## src/sobel_edge_threshold_assert.svh

```systemverilog
// Assertion macros used by the edge detector top module.
// Define NO_ASSERTIONS to compile every use down to nothing.
`ifndef SOBEL_EDGE_THRESHOLD_ASSERT_SVH
`define SOBEL_EDGE_THRESHOLD_ASSERT_SVH
`ifndef NO_ASSERTIONS
// Checked at every clock edge, reset included.
`define SET_ASSERT_ALWAYS(lbl, clk, prop, msg) \
  lbl: assert property (@(posedge clk) prop) else $error(msg);
// Checked only while reset is released.
`define SET_ASSERT_RST(lbl, clk, rst_n, prop, msg) \
  lbl: assert property (@(posedge clk) disable iff (!rst_n) prop) else $error(msg);
`else
`define SET_ASSERT_ALWAYS(lbl, clk, prop, msg)
`define SET_ASSERT_RST(lbl, clk, rst_n, prop, msg)
`endif
`endif

```

## src/set_pkg.sv

```systemverilog
package set_pkg;

  localparam int PIX_W      = 8;
  localparam int ROW_W      = 12;
  localparam int COL_W      = 10;
  localparam int THR_W      = 11;
  localparam int FW_W       = 11;
  localparam int FH_W       = 13;
  localparam int CFG_IDX_W  = 2;
  localparam int CFG_DATA_W = 13;
  localparam int GRAD_W     = 12;
  localparam int SUM_W      = 10;
  localparam int SQ_W       = 22;
  localparam int WIN_N      = 3;
  localparam int MIN_DIM    = 3;

  localparam logic [THR_W-1:0] THR_RESET    = 11'd128;
  localparam logic [FW_W-1:0]  WIDTH_RESET  = 11'd640;
  localparam logic [FH_W-1:0]  HEIGHT_RESET = 13'd480;
  localparam logic [FH_W-1:0]  MAX_HEIGHT   = 13'd4096;

  typedef enum logic [CFG_IDX_W-1:0] {
    CFG_THRESHOLD = 2'd0,
    CFG_WIDTH     = 2'd1,
    CFG_HEIGHT    = 2'd2
  } cfg_idx_t;

  typedef logic [PIX_W-1:0] pix_t;

  // One window column, top row first.
  typedef struct packed {
    pix_t top;
    pix_t mid;
    pix_t bot;
  } col_t;

  // Position information that travels with a pixel through the pipeline.
  typedef struct packed {
    logic [ROW_W-1:0] row;
    logic [COL_W-1:0] col;
    logic             frame_done;
  } meta_t;

  typedef struct packed {
    logic [ROW_W-1:0] center_row;
    logic [COL_W-1:0] center_col;
    logic             horiz_edge;
    logic             vert_edge;
    logic             mag_edge;
    pix_t             center_gray;
    logic             frame_done;
  } res_t;

endpackage

```

## src/set_grad.sv

```systemverilog
module set_grad (
  input  logic                         clk,
  input  logic                         rst_n,
  input  logic                         en,
  input  logic                         in_v,
  input  set_pkg::col_t                left,
  input  set_pkg::col_t                center,
  input  set_pkg::col_t                right,
  input  set_pkg::meta_t               meta,
  input  logic [set_pkg::THR_W-1:0]    thr,
  output logic                         out_v,
  output set_pkg::res_t                res
);

  localparam int GW = set_pkg::GRAD_W;
  localparam int SW = set_pkg::SUM_W;
  localparam int QW = set_pkg::SQ_W;

  logic [SW-1:0] sum_r, sum_l, sum_b, sum_t;
  logic signed [GW-1:0] gx, gy, thr_s;
  logic signed [2*GW-1:0] sqx_full, sqy_full;
  logic [2*set_pkg::THR_W-1:0] t2_full;
  logic [QW-1:0] mag2;

  logic                 a_v_r;
  logic signed [GW-1:0] a_gx_r, a_gy_r;
  set_pkg::meta_t       a_meta_r;
  set_pkg::pix_t        a_gray_r;

  logic                 b_v_r;
  logic [QW-1:0]        b_sqx_r, b_sqy_r, b_t2_r;
  logic                 b_horiz_r, b_vert_r;
  set_pkg::meta_t       b_meta_r;
  set_pkg::pix_t        b_gray_r;

  // Weighted 1-2-1 sums of the four window edges.
  always_comb begin
    sum_r = SW'(right.top) + {1'b0, right.mid, 1'b0} + SW'(right.bot);
    sum_l = SW'(left.top) + {1'b0, left.mid, 1'b0} + SW'(left.bot);
    sum_b = SW'(left.bot) + {1'b0, center.bot, 1'b0} + SW'(right.bot);
    sum_t = SW'(left.top) + {1'b0, center.top, 1'b0} + SW'(right.top);
    gx    = $signed({2'b00, sum_r}) - $signed({2'b00, sum_l});
    gy    = $signed({2'b00, sum_b}) - $signed({2'b00, sum_t});
  end

  always_ff @(posedge clk) begin
    if (!rst_n) begin
      a_v_r <= 1'b0;
    end else if (en) begin
      a_v_r <= in_v;
    end
  end

  always_ff @(posedge clk) begin
    if (en) begin
      a_gx_r   <= gx;
      a_gy_r   <= gy;
      a_meta_r <= meta;
      a_gray_r <= center.mid;
    end
  end

  always_comb begin
    thr_s    = $signed({1'b0, thr});
    sqx_full = a_gx_r * a_gx_r;
    sqy_full = a_gy_r * a_gy_r;
    t2_full  = thr * thr;
  end

  always_ff @(posedge clk) begin
    if (!rst_n) begin
      b_v_r <= 1'b0;
    end else if (en) begin
      b_v_r <= a_v_r;
    end
  end

  always_ff @(posedge clk) begin
    if (en) begin
      b_sqx_r   <= sqx_full[QW-1:0];
      b_sqy_r   <= sqy_full[QW-1:0];
      b_t2_r    <= t2_full[QW-1:0];
      b_horiz_r <= (a_gx_r >= thr_s);
      b_vert_r  <= (a_gy_r >= thr_s);
      b_meta_r  <= a_meta_r;
      b_gray_r  <= a_gray_r;
    end
  end

  assign mag2 = b_sqx_r + b_sqy_r;

  always_comb begin
    res.center_row  = b_meta_r.row;
    res.center_col  = b_meta_r.col;
    res.horiz_edge  = b_horiz_r;
    res.vert_edge   = b_vert_r;
    res.mag_edge    = (mag2 >= b_t2_r);
    res.center_gray = b_gray_r;
    res.frame_done  = b_meta_r.frame_done;
  end

  assign out_v = b_v_r;

endmodule

```

## config.mk

```make
export PLATFORM = sky130hd
export DESIGN_NAME = set_grad
export DESIGN_NICKNAME = d
export VERILOG_FILES = /design/src/sobel_edge_threshold_assert.svh /design/src/set_pkg.sv /design/src/set_grad.sv
export SDC_FILE = /design/constraint.sdc
export NUM_CORES = 1
export LEC_CHECK = 0
export ABC_CLOCK_PERIOD_IN_PS = 5600
export BUFFER_PORTS_ARGS = -buffer_cell sky130_fd_sc_hd__buf_2
export CAP_MARGIN = 25
export CELL_PAD_IN_SITES_DETAIL_PLACEMENT = 0
export CELL_PAD_IN_SITES_GLOBAL_PLACEMENT = 2
export CORE_UTILIZATION = 38
export DETAILED_ROUTE_END_ITERATION = 10
export PLACE_DENSITY_LB_ADDON = 0.1
export SYNTH_ARGS = -nofsm -noshare
export SYNTH_HDL_FRONTEND = slang
export SYNTH_SLANG_ARGS = --single-unit
```

## constraint.sdc

```tcl
create_clock -name clk -period 5.6 [get_ports clk]
set_input_delay 1.12 -clock clk [delete_from_list [all_inputs] [get_ports clk]]
set_output_delay 1.12 -clock clk [all_outputs]
set_load 0.1 [all_outputs]
```

==> run summary <==
status: finished clean
post-synthesis cell count: 1890
nets: 2860
worst skew pair latency: 0.43 ns
Placement Rows: 83
slew margin rel.: 0.482
cts bufs inserted: 17
Yosys top cell area share: 0.328
Tightest Pin Transition: 0.777 ns
register area: 4510 sq um
Area Overhead vs Synth: 16.7%
WP data arrival: 5.55 ns
post-synthesis mux area share: 0.00213
worst-path fanout max: 11
crit-path leading delay family: adder cells
Final min period: 5.38 ns
hold crit path type: reg -> reg
final setup violation count: 0
CTS Sinks: 151
worst-path cell chain: buf_4 -> nor2b_1 -> fa_1 -> fa_1 -> fa_1 -> fa_1 -> inv_1 -> fa_1 -> inv_1 -> ha_1 -> or3_1 -> a311o_1 -> o211ai_1 -> a31oi_1 -> o41ai_2 -> xnor2_1
CTS tree: done
worst r2r path cells: 16
Most Frequent Cell on Critical Path: fa_1
CTS Root Cell: clkbuf_16
Cells after DPL: 2830
worst path required time: 5.77 ns
Die H: 231 um
I/O pins: 145
Yosys warnings: 0
Synth async-reset ratio: 0
clk buf depth: 2
Mapped Area: 20000 sq um
vias in the first global route: 14802
critical path launch point type: flop
Final Skew: 0.00993 ns
first-pass GRT wire length: 77500 um
largest net degree at the start of global routing: 78
crit path capture type: flop
Overall Global Routing Usage: 0.189
compound-gate portion of the synthesized area: 0.0741
cell taking the most area after synthesis: fa_1
CORE AREA: 51600 sq um
antenna cells: 0
Max Cap Viol: 0
Routed WL: 46800 um
DR iter-0 viols: 372
register area share after synthesis: 0.226
Post-synth EDFFs: 149
Synth Register Bits: 151
Post-Syn Nets: 2562
antenna violations before repair: 0
die area: 53500 sq um
top cells by area, synth: fa_1 (33%), edfxtp_1 (22%), ha_1 (15%)
Syn Area/Cell: 10.6 sq um
Critical path buffers and inverters: 3
Worst Hold Slack: 0.419 ns
share of cells above drive strength 1: 0.169
slowest CP cell: edfxtp_1
top_reg_cell synth: edfxtp_1
CP Depth: 16
FILL cells: 4945
area occupied by multi-input gates: 13600 sq um
Finished Layout Cells: 2881
GP Congestion: 0.847
final-report hold violation count: 0
DRC Markers: 0
Reg clk slew, reported paths: 0.07 ns
grt total ovfl: 0
Netlist cell types: 65
Final ANT Viol Nets: 0
DR vias: 13425
hold path cells: 0
largest family of logic cells by synthesized area: adder cells
DP HPWL: 41000 um
period utilization: 0.960
PortBufs: 144
Final TNS setup: 0 ns
Die Span X: 231 um
Slew Limit Fails: 0
simple-gate portion of the synthesized area: 0.0790
adder-cell share of the synthesized area: 0.475
critical path class: reg -> reg
H-tree Lvls: 4
XOR/XNOR Fraction of Synth Area: 0.0495
RSZ-0062 raised after global routing: false
vias per inst: 4.66
CP max stage delay: 0.66 ns
DR WL/cell: 16.2 um
Initial Util: 0.387
DRT Pass-1 Iters: 4
highest clock rate: 0.186 GHz
## synth_stat cells, types with 4 or more instances
cell type	count
a211oi_1	5
a21o_1	26
a21oi_1	74
a31oi_1	9
and2_1	42
and3_1	10
clkbuf_1	29
edfxtp_1	149
fa_1	327
ha_1	235
inv_1	470
nand2_1	117
nand2b_1	6
nand3_1	11
nand4_1	7
nor2_1	91
nor2b_1	24
nor3_1	13
o2111ai_1	5
o21a_1	15
o21ai_0	26
o21bai_1	16
o31a_1	4
or2_2	5
xnor2_1	85
xor2_1	28
## routing by layer
metal	track usage	up-vias	share of wire	routed length (um)
met4	0.0341	0	0.012	548
met3	0.0235	28	0.026	1200
li1	-	6556	-	-
met2	0.343	162	0.52	24200
met1	0.241	6679	0.44	20800
met5	0	-	0	0
## area by class of cell
class	count	area share
Multi-Input combinational cell	1237	0.584
Sequential cell	151	0.194
Timing Repair Buffer	310	0.0851
Inverter	471	0.0758
Tap cell	680	0.0365
Clock buffer	18	0.0184
Clock inverter	14	0.00665
## cells in the final DEF, fill, tap and decap left out, types with 11 or more instances in the layout
| cell type | count |
|---|---|
| nor3_1 | 13 |
| nor2_1 | 88 |
| o21ai_0 | 26 |
| nand2_1 | 117 |
| a21oi_1 | 72 |
| xor2_1 | 28 |
| nor2b_1 | 24 |
| clkbuf_16 | 17 |
| ha_1 | 235 |
| o21a_1 | 15 |
| edfxtp_1 | 149 |
| buf_2 | 143 |
| o21bai_1 | 16 |
| a21o_1 | 26 |
| inv_1 | 469 |
| buf_4 | 165 |
| fa_1 | 327 |
| and2_1 | 42 |
| xnor2_1 | 85 |
| nand3_1 | 11 |
## worst paths after layout
| kind | from | endpoint | slack (ns) |
|---|---|---|---|
| worst max-delay path | a_gy_r[10] | b_sqy_r[20] | 0.22 |
| worst min-delay path | a_meta_r[19] | res[30] | 0.42 |
| worst max register to register | a_gy_r[10] | b_sqy_r[20] | 0.22 |
| worst min register to register | a_meta_r[19] | res[30] | 0.42 |
## timing repair
| action | 4_1_cts | 5_1_grt |
|---|---|---|
| hold buffers | 0 | 0 |
| setup endpoints to repair | 1 | 5 |
| pin swaps | 0 | 1 |
| resized for setup | 1 | 6 |
| setup buffers | 0 | 19 |
## through the flow
stage               setup WS (ns)   util  instance area (sq um)
floorplan                 -0.0416      -                  20000
global placement           -0.209  0.437                  22600
detailed placement         -0.283  0.437                  22600
CTS                        0.0929  0.449                  23200
global route             0.000581  0.452                  23300
finish                      0.222  0.452                  23300
## worst reg2reg max path, stage by stage, from the launching register on
cell,delay [ns]
edfxtp_1,0.66
buf_4,0.24
nor2b_1,0.17
fa_1,0.45
fa_1,0.51
fa_1,0.43
fa_1,0.49
inv_1,0.05
fa_1,0.48
inv_1,0.04
ha_1,0.19
or3_1,0.37
a311o_1,0.32
o211ai_1,0.18
a31oi_1,0.19
o41ai_2,0.25
xnor2_1,0.11
## flip-flops by register name (all words and copies together), names as in the netlist
name and cells:
b_t2_r 21, a_gy_r 11, a_gx_r 11, a_meta_r 23
b_sqx_r 21, b_sqy_r 21, res 23, a_v_r 1
b_gray_r 8, b_vert_r 1, b_horiz_r 1, out_v 1
a_gray_r 8
## kinds of logic (layout without fill, tap and decap cells)
group	after synthesis	in the layout
AND/OR/NAND/NOR	338	338
buffers and inverters	502	813
adder cells (fa/ha/maj)	562	562
AO/OA/AOI/OAI	220	220
flip-flops	151	151
XOR/XNOR	113	113
multiplexers	4	4
Power is not shown: default switching activity piles up to over one toggle a cycle in this logic, so the estimate is an artifact.
