### src/sobel_edge_threshold_assert.svh
// Assertion macros used by the edge detector top module.
// Define NO_ASSERTIONS to compile every use down to nothing.
`ifndef SOBEL_EDGE_THRESHOLD_ASSERT_SVH
`define SOBEL_EDGE_THRESHOLD_ASSERT_SVH
`ifndef NO_ASSERTIONS
// Checked at every clock edge, reset included.
`define SET_ASSERT_ALWAYS(lbl, clk, prop, msg) \
  lbl: assert property (@(posedge clk) prop) else $error(msg);
// Checked only while reset is released.
`define SET_ASSERT_RST(lbl, clk, rst_n, prop, msg) \
  lbl: assert property (@(posedge clk) disable iff (!rst_n) prop) else $error(msg);
`else
`define SET_ASSERT_ALWAYS(lbl, clk, prop, msg)
`define SET_ASSERT_RST(lbl, clk, rst_n, prop, msg)
`endif
`endif

### src/set_pkg.sv
package set_pkg;

  localparam int PIX_W      = 8;
  localparam int ROW_W      = 12;
  localparam int COL_W      = 10;
  localparam int THR_W      = 11;
  localparam int FW_W       = 11;
  localparam int FH_W       = 13;
  localparam int CFG_IDX_W  = 2;
  localparam int CFG_DATA_W = 13;
  localparam int GRAD_W     = 12;
  localparam int SUM_W      = 10;
  localparam int SQ_W       = 22;
  localparam int WIN_N      = 3;
  localparam int MIN_DIM    = 3;

  localparam logic [THR_W-1:0] THR_RESET    = 11'd128;
  localparam logic [FW_W-1:0]  WIDTH_RESET  = 11'd640;
  localparam logic [FH_W-1:0]  HEIGHT_RESET = 13'd480;
  localparam logic [FH_W-1:0]  MAX_HEIGHT   = 13'd4096;

  typedef enum logic [CFG_IDX_W-1:0] {
    CFG_THRESHOLD = 2'd0,
    CFG_WIDTH     = 2'd1,
    CFG_HEIGHT    = 2'd2
  } cfg_idx_t;

  typedef logic [PIX_W-1:0] pix_t;

  // One window column, top row first.
  typedef struct packed {
    pix_t top;
    pix_t mid;
    pix_t bot;
  } col_t;

  // Position information that travels with a pixel through the pipeline.
  typedef struct packed {
    logic [ROW_W-1:0] row;
    logic [COL_W-1:0] col;
    logic             frame_done;
  } meta_t;

  typedef struct packed {
    logic [ROW_W-1:0] center_row;
    logic [COL_W-1:0] center_col;
    logic             horiz_edge;
    logic             vert_edge;
    logic             mag_edge;
    pix_t             center_gray;
    logic             frame_done;
  } res_t;

endpackage

### src/set_win_cell.sv
module set_win_cell (
  input  logic          clk,
  input  logic          rst_n,
  input  logic          shift_en,
  input  set_pkg::col_t col_in,
  output set_pkg::col_t col_out
);

  set_pkg::col_t col_r;

  always_ff @(posedge clk) begin
    if (!rst_n) begin
      col_r <= '0;
    end else if (shift_en) begin
      col_r <= col_in;
    end
  end

  assign col_out = col_r;

endmodule

### config.mk
export PLATFORM = sky130hd
export DESIGN_NAME = set_win_cell
export DESIGN_NICKNAME = d
export VERILOG_FILES = /design/src/sobel_edge_threshold_assert.svh /design/src/set_pkg.sv /design/src/set_win_cell.sv
export SDC_FILE = /design/constraint.sdc
export NUM_CORES = 1
export LEC_CHECK = 0
export ABC_AREA = 1
export CORE_MARGIN = 5
export CORE_UTILIZATION = 39
export CTS_CLUSTER_DIAMETER = 60
export CTS_CLUSTER_SIZE = 12
export DETAILED_ROUTE_END_ITERATION = 6
export DONT_BUFFER_PORTS = 1
export GPL_TIMING_DRIVEN = 0
export PLACE_DENSITY_LB_ADDON = 0.2
export SLEW_MARGIN = 20
export SYNTH_ARGS = -nofsm -noshare
export SYNTH_HDL_FRONTEND = slang
export SYNTH_SLANG_ARGS = --single-unit
### constraint.sdc
create_clock -name clk -period 0.8 [get_ports clk]
set_input_delay 0.04 -clock clk [delete_from_list [all_inputs] [get_ports clk]]
set_output_delay 0.04 -clock clk [all_outputs]
set_load 0.01 [all_outputs]
==> results of run 1 <==
tightest hold or removal path, cell delays in order:
cell     delay (ns)
buf_2          0.16
nand2_1        0.08
nor2_1         0.03
path summary, 6_finish.rpt:
| kind | endpoint | cells after the start |
|---|---|---|
| max | col_out[3] | 0 |
| min reg2reg | col_out[22] | 2 |
| min | col_out[11] | 3 |
| max reg2reg | col_out[19] | 2 |
through the flow:
stage | util [%] | instances | total power, mW | instance area [um^2] | hold WS (ns)
2_1_floorplan | - | 151 | 1.58 | 981 | 0.160
3_3_place_gp | 41.9 | 181 | 1.62 | 1020 | 0.162
3_5_place_dp | 41.9 | 181 | 1.64 | 1020 | 0.166
4_1_cts | 53.7 | 210 | 2.38 | 1310 | 0.00557
5_1_grt | 54.6 | 210 | 2.49 | 1330 | 0.0106
6_report | 54.6 | 210 | 2.35 | 1330 | 0.0275
cell usage in the layout (no fill, tap or decap), types with 2 or more instances in the layout:
master and n:
buf_6 2, nand2_1 48, clkbuf_4 3, dlygate4sd3_1 25, dfxtp_2 19, buf_2 4
inv_1 24, dfxtp_1 5, nor2_1 48
cell families (layout without fill, tap and decap cells):
kind of cell | after synthesis | in the layout | synth area share [%]
and+or+nand+nor | 96 | 96 | 36.7
DFF | 24 | 24 | 49.0
buffers and inverters | 31 | 60 | 14.3
power by group through the flow:
stage / sequential [mW] / clock, mW / combinational, mW
2_1_floorplan: 1.39 / 0 / 0.195
3_3_place_gp: 1.40 / 0 / 0.222
3_5_place_dp: 1.41 / 0 / 0.232
4_1_cts: 1.38 / 0.672 / 0.331
5_1_grt: 1.40 / 0.712 / 0.382
6_report: 1.39 / 0.630 / 0.331
timing repair:
item / CTS / global route
gates resized for setup: 1 / 18
endpoints found under the hold margin: 24 / 0
hold buffers: 25 / 0
endpoints found under the setup margin: 1 / 18
per-layer routing:
metal / up-vias / wire length (um)
met5: - / 0
met4: 0 / 15
met3: 2 / 204
met2: 25 / 1210
met1: 367 / 967
li1: 484 / -
cell type report:
type | instances | share of cell area [%]
tap | 30 | 2.82
sequential | 24 | 37.9
clock buffer | 4 | 2.73
buffer | 7 | 3.77
timing repair buffer | 25 | 18.8
multi-input combinational | 96 | 27.1
inverter | 24 | 6.78
==> summary.md, run 1 <==
| Metric | Value |
|---|---|
| Leak | `0.713 nW` |
| Starting Density | `40.3%` |
| Port buffer count | `0` |
| Clk buf depth | `2` |
| Fillers | `259` |
| Chip width | `60.2 um` |
| Die area | `0.00362 mm^2` |
| Pwr/cell area | `1770 mW/mm^2` |
| Total track usage | `14.0%` |
| Unrepaired setup endpoints after global routing | `false` |
| Root Buffer | `clkbuf_4` |
| Initial antenna violation count | `0` |
| CP arrival | `0.72 ns` |
| Worst min-delay path startpoint | `rst_n` |
| DIE HEIGHT | `60.2 um` |
| GRT Max-Usage Layer | `met2` |
| CTS buffer count | `3` |
| CTS tree | `yes` |
| Slew Viols, Final | `0` |
| Cell taking the most area after synthesis | `dfxtp_1` |
| Flop pwr share | `59.1%` |
| Synth-to-layout area growth | `35.5%` |
| Layout cell share with drive strength beyond 1 | `16.7%` |
| Total congestion overflow | `0` |
| Syn Inst Count | `151` |
| DRC violations left | `0` |
| Post-CTS Setup Bufs | `0` |
| Initial DRC Count | `29` |
| Via density | `4.18` |
| Multi-input gate area | `360 um^2` |
| Antenna diodes | `0` |
| CP Class | `register to output pin` |
| Routing usage on met3 | `4.10%` |
| Synth warnings | `0` |
| R2r setup slk | `0.19 ns` |
| Critical path capture point type | `output pin` |
| Mapped Area | `981 um^2` |
| Reg2reg start | `col_out[19]` |
| GP Congestion | `0.640` |
| Count of final setup violators | `0` |
| Met1 Use GR | `15.0%` |
| Nets@finish | `208` |
| Crit. Startpoint | `col_out[3]` |
| IO Count | `51` |
| PnR worst setup slack | `0.0388 ns` |
| Crit Path Max Fanout | `2` |
| Row count | `18` |
| Syn Area/Cell | `6.50 um^2` |
| Clock Sinks | `24` |
| Max Cap Viol | `0` |
| Final hold vios | `0` |
| Async set-reset flop share out of synthesis | `0%` |
| Detail Route Antenna Nets | `0` |
| Critical path required time | `0.76 ns` |
| Fin Setup TNS | `0 ns` |
| Peak VDD IR | `0.966 mV` |
| Sequential Area | `504 um^2` |
| Fmax | `1310 MHz` |
| First-pass GRT wire length | `3.77 mm` |
| Clk pwr share | `26.8%` |
| Net load switching power | `0.606 mW` |
| Combinational power share | `14.1%` |
| Post-Route WL | `2.40 mm` |
| Slew margin rel. | `87.6%` |
| Share of the synthesized area in the top cell type | `49.0%` |
| Startpoint Class | `register` |
| Core footprint | `0.00243 mm^2` |
| P_int | `1.74 mW` |
| Yosys cell types | `7` |
| Hold Crit Class | `primary input to register` |
| Area contributors post-synth | `dfxtp_1 (49%), nand2_1 (18%), nor2_1 (18%), inv_1 (9.2%), buf_6 (2.3%)` |
| Post-synth top cells | `nand2_1 (48), nor2_1 (48), dfxtp_1 (24), inv_1 (24), buf_2 (4)` |
| Worst slack, placed | `0.150 ns` |
| Worst Skew | `0 ns` |
| Switch share | `25.8%` |
| Worst skew pair latency | `0.30 ns` |
| Max FFs per register | `24` |
| Number of global-route vias before repair | `885` |
| Fin crit share | `95.1%` |
| EDFF count, synth | `0` |
| Synthesized flop and latch total | `24` |
| Met2 GRT Util | `25.3%` |
| Outcome | `completed` |
| Pin count of the biggest net entering global routing | `14` |
| Most used DFF post-synth | `dfxtp_1` |
| Slew @ Worst Pin | `0.186 ns` |
| Initial DRT Pass Iterations | `3` |
| Clock-pin slew on the worst setup and hold paths | `0.13 ns` |
| Syn nets | `178` |
| Seq/Total Area, Yosys | `49.0%` |
| Min Clock Period, post-route | `0.761 ns` |
| Vias | `878` |
| Post-DP HPWL | `1.60 mm` |
| H-Tree Depth | `1` |
| Wire per inst | `11.4 um` |
(Power assumes the default switching activity.)
==> inputs of run 2 (changes only) <==
ABC_AREA = not set   (was 1)
SETUP_SLACK_MARGIN = 0.4   (was not set)
==> run 2 against run 1 <==
Compared with the run above: the flow now finishes with violations (hold timing); clock power shrank 22%; cell area decreased by 22%; synthesized area shrank 5.2%; clock skew did not move; flip-flop and latch count did not move; die area is 4.4% lower; sequential share of layout area up 12 points; combinational power decreased by 39%; global-route usage down 4.5 points; sequential power about the same; critical endpoint is now col_out[9]; largest power group unchanged; highest routed layer unchanged.
==> summary.md, run 2 <==
| Metric | Value |
|---|---|
| Fin Setup TNS | `0 ns (unchanged)` |
| Slew @ Worst Pin | `0.321 ns (was 0.186 ns)` |
| Cell taking the most area after synthesis | `dfxtp_1 (unchanged)` |
| Nets@finish | `109 (was 208)` |
| Port buffer count | `0 (unchanged)` |
| CTS tree | `yes (unchanged)` |
| Pwr/cell area | `1990 mW/mm^2 (was 1770 mW/mm^2)` |
| Wire per inst | `14.9 um (was 11.4 um)` |
| Tot Pwr | `2.05 mW (was 2.35 mW)` |
| CTS buffer count | `3 (unchanged)` |
| GP Congestion | `0.620 (was 0.640)` |
| Mapped Area | `930 um^2 (was 981 um^2)` |
| Leak | `0.435 nW (was 0.713 nW)` |
| Synth warnings | `0 (unchanged)` |
| Core footprint | `0.00225 mm^2 (was 0.00243 mm^2)` |
| Via density | `4.81 (was 4.18)` |
| Count of final setup violators | `0 (unchanged)` |
| Area contributors post-synth | `dfxtp_1 (52%), mux2i_1 (26%), nor2b_1 (16%), buf_12 (4.3%), buf_6 (1.2%) (was dfxtp_1 (49%), nand2_1 (18%), nor2_1 (18%), inv_1 (9.2%), buf_6 (2.3%))` |
| Number of global-route vias before repair | `566 (was 885)` |
| Outcome | `complete, but fails checks (was completed)` |
| DRC violations left | `0 (unchanged)` |
| Fillers | `224 (was 259)` |
| Row count | `17 (was 18)` |
| Cell count along the critical path | `0 (unchanged)` |
| Synth-to-layout area growth | `10.9% (was 35.5%)` |
| Critical path capture point type | `output pin (unchanged)` |
| Pin count of the biggest net entering global routing | `13 (was 14)` |
| Total congestion overflow | `0 (unchanged)` |
| Clk buf depth | `2 (unchanged)` |
| First-pass GRT wire length | `2.49 mm (was 3.77 mm)` |
| Max FFs per register | `24 (unchanged)` |
| Layout cell share with drive strength beyond 1 | `37.5% (was 16.7%)` |
| Syn Inst Count | `77 (was 151)` |
| Initial DRT Pass Iterations | `2 (was 3)` |
| Post-CTS Setup Bufs | `0 (unchanged)` |
| Most frequent cells in the layout | `mux2i_1 (24), nor2b_1 (24), dfxtp_2 (22), buf_12 (3), clkbuf_4 (3) (was nor2_1 (48), nand2_1 (48), dlygate4sd3_1 (25), inv_1 (24), dfxtp_2 (19))` |
| CP Class | `register to output pin (unchanged)` |
| Seq/Total Area, Yosys | `51.7% (was 49.0%)` |
| Initial antenna violation count | `0 (unchanged)` |
| Most used DFF post-synth | `dfxtp_1 (unchanged)` |
| Post-synth top cells | `dfxtp_1 (24), mux2i_1 (24), nor2b_1 (24) (was nand2_1 (48), nor2_1 (48), dfxtp_1 (24), inv_1 (24), buf_2 (4))` |
| Post-route insts no fill | `108 (was 210)` |
| PnR worst setup slack | `0.0845 ns (was 0.0388 ns)` |
| Fmax | `1400 MHz (was 1310 MHz)` |
| Vias | `520 (was 878)` |
| Chip width | `58.8 um (was 60.2 um)` |
| Die area | `0.00346 mm^2 (was 0.00362 mm^2)` |
| CP arrival | `0.68 ns (was 0.72 ns)` |
| Min Clock Period, post-route | `0.715 ns (was 0.761 ns)` |
| Initial DRC Count | `3 (was 29)` |
| Max Cap Viol | `0 (unchanged)` |
| Syn Area/Cell | `12.1 um^2 (was 6.50 um^2)` |
| Cells on worst reg2reg path | `2 (unchanged)` |
| Detail Route Antenna Nets | `0 (unchanged)` |
| Startpoint Class | `register (unchanged)` |
| Slew Viols, Final | `0 (unchanged)` |
| H-Tree Depth | `1 (unchanged)` |
| Syn nets | `104 (was 178)` |
| Critical path required time | `0.76 ns (about the same)` |
| Slew margin rel. | `78.6% (was 87.6%)` |
| Final hold vios | `24 (was 0)` |
| Post-placement cell area | `978 um^2 (was 0.00102 mm^2)` |
| Cell area after layout | `0.00103 mm^2 (was 0.00133 mm^2)` |
| Hold Path Cell Cnt | `1 (was 3)` |
| Worst Skew | `0 ns (unchanged)` |
| Root Buffer | `clkbuf_4 (unchanged)` |
| Async set-reset flop share out of synthesis | `0% (unchanged)` |
| Antenna diodes | `0 (unchanged)` |
| DIE HEIGHT | `58.8 um (was 60.2 um)` |
| Post-Route WL | `1.61 mm (was 2.40 mm)` |
| Total track usage | `9.47% (was 14.0%)` |
| Dpl cells | `105 (was 181)` |
| Clock-pin slew on the worst setup and hold paths | `0.12 ns (was 0.13 ns)` |
| IO Count | `51 (unchanged)` |
| Yosys cell types | `6 (was 7)` |
| Worst hold slack | `-0.135 ns (was 0.0275 ns)` |
| Worst skew pair latency | `0.30 ns (about the same)` |
| Failing checks | `hold timing` |
| Hold Crit Class | `primary input to register (unchanged)` |
| EDFF count, synth | `0 (unchanged)` |
| Fin crit share | `89.4% (was 95.1%)` |
| Crit Path Max Fanout | `2 (unchanged)` |
| R2r setup slk | `0.14 ns (was 0.19 ns)` |
| Worst slack, placed | `0.131 ns (was 0.150 ns)` |
| Unrepaired setup endpoints after global routing | `true (was false)` |
| Peak VDD IR | `1.06 mV (was 0.966 mV)` |
| Clock Sinks | `24 (unchanged)` |
| Share of the synthesized area in the top cell type | `51.7% (was 49.0%)` |
| Synthesized flop and latch total | `24 (unchanged)` |
| Starting Density | `41.2% (was 40.3%)` |
## run 2: cell types whose count changed in the layout (fill, tap and decap cells not counted), moves of 3 or more
cell,previous run,this run
dfxtp_1,5,0
dlygate4sd3_1,25,0
mux2i_1,0,24
buf_12,0,3
inv_1,24,0
dfxtp_2,19,22
buf_2,4,0
nor2b_1,0,24
nand2_1,48,0
nor2_1,48,0
## run 2: cells by family (layout without fill, tap and decap cells)
logic type    Yosys count  after routing  synth area share [%]
buf+inv                 5              8                  6.33
simple gates           24             24                  16.2
flops                  24             24                  51.7
mux                    24             24                  25.8
## run 2: area by class of cell
class	count	area (um^2)	share of cell area [%]
tap	28	35.0	3.40
multi-input combinational	48	390	37.9
sequential	24	515	50.0
clock buffer	3	22.5	2.18
buffer	5	67.6	6.55
## run 2: power breakdown
part           internal (mW)  total (mW)  switching (mW)
sequential              1.28        1.36          0.0789
combinational          0.121       0.203          0.0816
clock                  0.175       0.490           0.315
total                   1.57        2.05           0.475
## run 2: path summary, 6_finish.rpt
| path | start | to |
|---|---|---|
| worst max-delay path | col_out[9] | col_out[9] |
| worst min-delay path | rst_n | col_out[15] |
| worst max register to register | col_out[17] | col_out[17] |
| worst min register to register | col_out[21] | col_out[21] |
## run 2: through the flow
stage          util (%)  hold slack [ns]
2_1_floorplan         -            0.168
3_3_place_gp       43.4            0.172
3_5_place_dp       43.4            0.176
4_1_cts            45.5           -0.148
5_1_grt            45.7           -0.166
6_report           45.7           -0.135
## run 2: routing by layer
metal,GRT usage (%),wire length [um]
met3,3.95,132
met4,5.83,16
met2,15.8,817
met5,0,0
met1,9.79,648
## run 2: what timing repair did
item,CTS,global route
hold endpoints to repair,24,24
resized for setup,20,2
setup endpoints to repair,48,48
==> inputs of run 3 (changes only) <==
CORE_UTILIZATION = 55   (was 39)
==> run 3 against run 2 <==
Compared with the run above: the flow still finishes with violations (hold timing); via count down 0.38%; die area down 25%; combinational power about the same; critical path type unchanged; critical endpoint is now col_out[2]; highest routed layer unchanged.
==> summary.md, run 3 (synthesis gave the netlist of run 2 again) <==
| Metric | Value |
|---|---|
| Initial DRT Pass Iterations | `3 (was 2)` |
| GP Congestion | `0.585 (was 0.620)` |
| Cell count along the critical path | `0 (unchanged)` |
| Slew margin rel. | `78.0% (was 78.6%)` |
| Synth-to-layout area growth | `9.02% (was 10.9%)` |
| Outcome | `complete, but fails checks (unchanged)` |
| Wire per inst | `16.0 um (was 14.9 um)` |
| Met3 WL | `184 um (was 132 um)` |
| Clock-pin slew on the worst setup and hold paths | `0.12 ns (about the same)` |
| Slew @ Worst Pin | `0.329 ns (was 0.321 ns)` |
| Sequential Area | `513 um^2 (was 515 um^2)` |
| Die area | `0.00261 mm^2 (was 0.00346 mm^2)` |
| Startpoint Class | `register (unchanged)` |
| Net load switching power | `0.472 mW (was 0.475 mW)` |
| Core footprint | `0.00156 mm^2 (was 0.00225 mm^2)` |
| Fin Setup TNS | `0 ns (unchanged)` |
| Hold Crit Class | `primary input to register (unchanged)` |
| Worst skew pair latency | `0.30 ns (about the same)` |
| Final hold vios | `24 (unchanged)` |
| Critical path required time | `0.76 ns (about the same)` |
| Initial DRC Count | `2 (was 3)` |
| Leak | `0.434 nW (was 0.435 nW)` |
| Chip width | `51.1 um (was 58.8 um)` |
| Clock Sinks | `24 (unchanged)` |
| Pin count of the biggest net entering global routing | `13 (unchanged)` |
| Switch share | `23.0% (was 23.2%)` |
| Max FFs per register | `24 (unchanged)` |
| Post-DP HPWL | `1.21 mm` |
| Via density | `5.40 (was 4.81)` |
| Row count | `14 (was 17)` |
| Pwr/cell area | `2020 mW/mm^2 (was 1990 mW/mm^2)` |
| Hold Path Cell Cnt | `1 (unchanged)` |
| Flop pwr share | `66.4% (was 66.2%)` |
| Post-Route WL | `1.53 mm (was 1.61 mm)` |
| Failing checks | `hold timing (unchanged)` |
| Max Cap Viol | `0 (unchanged)` |
| CTS tree | `yes (unchanged)` |
| Count of final setup violators | `0 (unchanged)` |
| Nets@finish | `109 (unchanged)` |
| Met2 routed WL | `722 um (was 817 um)` |
| Total track usage | `12.6% (was 9.47%)` |
| Port buffer count | `0 (unchanged)` |
| Fillers | `144 (was 224)` |
| Worst Skew | `0 ns (unchanged)` |
| Total congestion overflow | `0 (unchanged)` |
| CTS buffer count | `3 (unchanged)` |
| Layout cell share with drive strength beyond 1 | `37.5% (unchanged)` |
| Clk buf depth | `2 (unchanged)` |
| H-Tree Depth | `1 (unchanged)` |
| Min Clock Period, post-route | `0.721 ns (was 0.715 ns)` |
| P_int | `1.58 mW (was 1.57 mW)` |
| DRC violations left | `0 (unchanged)` |
| Combinational power share | `9.7% (was 9.9%)` |
| Multi-input gate area | `390 um^2 (unchanged)` |
| First-pass GRT wire length | `2.44 mm (was 2.49 mm)` |
| IO Count | `51 (unchanged)` |
| Vias | `518 (was 520)` |
| M1 WL | `601 um (was 648 um)` |
| Detail Route Antenna Nets | `0 (unchanged)` |
| Antenna diodes | `0 (unchanged)` |
| Final core occ | `65.0% (was 45.7%)` |
| Root Buffer | `clkbuf_4 (unchanged)` |
| DIE HEIGHT | `51.1 um (was 58.8 um)` |
| Starting Density | `59.6% (was 41.2%)` |
| Fin crit share | `90.2% (was 89.4%)` |
| Initial antenna violation count | `0 (unchanged)` |
| Most frequent cells in the layout | `mux2i_1 (24), nor2b_1 (24), dfxtp_2 (23), buf_12 (3), clkbuf_4 (3) (was mux2i_1 (24), nor2b_1 (24), dfxtp_2 (22), buf_12 (3), clkbuf_4 (3))` |
| Number of global-route vias before repair | `539 (was 566)` |
| Cells on worst reg2reg path | `2 (unchanged)` |
| Critical path capture point type | `output pin (unchanged)` |
| Crit Path Max Fanout | `2 (unchanged)` |
| Worst hold slack | `-0.142 ns (was -0.135 ns)` |
| Highest Signal Layer | `met4 (unchanged)` |
| CP Class | `register to output pin (unchanged)` |
| Clk pwr share | `23.9% (about the same)` |
| Post-CTS Setup Bufs | `0 (unchanged)` |
| Slew Viols, Final | `0 (unchanged)` |
| Fmax | `1390 MHz (was 1400 MHz)` |
| Peak VDD IR | `1.07 mV (was 1.06 mV)` |
| CP arrival | `0.68 ns (about the same)` |
| Unrepaired setup endpoints after global routing | `true (unchanged)` |
[run 3: cell counts in the layout (fill, tap and decap cells not counted)]
Identical to the previous run, type by type.
[run 3: area by class of cell]
| class | instances | share of cell area, % |
|---|---|---|
| buffer | 5 | 6.67 |
| tap | 16 | 1.98 |
| sequential | 24 | 50.6 |
| multi-input combinational | 48 | 38.5 |
| clock buffer | 3 | 2.22 |
[run 3: stage by stage]
stage | worst slack, ns | total power [mW] | hold WS (ns) | instances | instance area (um^2)
5_1_grt | 0.0343 | 2.17 | -0.166 | 96 | 1010
6_report | 0.0786 | 2.05 | -0.142 | 96 | 1010
2_1_floorplan | 0.199 | 1.55 | 0.168 | 77 | 943
3_3_place_gp | 0.161 | 1.57 | 0.172 | 93 | 963
4_1_cts | 0.0613 | 2.08 | -0.151 | 96 | 1010
3_5_place_dp | 0.110 | 1.58 | 0.176 | 93 | 963
[run 3: worst paths after layout]
kind | start | end | slack [ns]
max reg2reg | col_out[13] | col_out[13] | 0.13
min | rst_n | col_out[21] | -0.14
min reg2reg | col_out[7] | col_out[7] | 0.55
max | col_out[2] | col_out[2] | 0.08
[run 3: power groups by stage]
stage	Clock, mW	Combinational (mW)	Sequential, mW
after global routing	0.578	0.220	1.37
after detailed placement	0	0.204	1.38
after CTS	0.517	0.203	1.36
final	0.489	0.200	1.36
after global placement	0	0.198	1.38
after floorplan	0	0.182	1.36
[run 3: per-layer routing]
layer / GRT usage (%) / vias up
li1: - / 262
met5: 0 / -
met1: 13.1 / 225
met4: 8.07 / 0
met2: 19.7 / 27
met3: 6.69 / 4
[run 3: what timing repair did]
action                                  CTS  global route
resized for setup                        20             1
endpoints found under the setup margin   48            48
hold endpoints to repair                 24            24
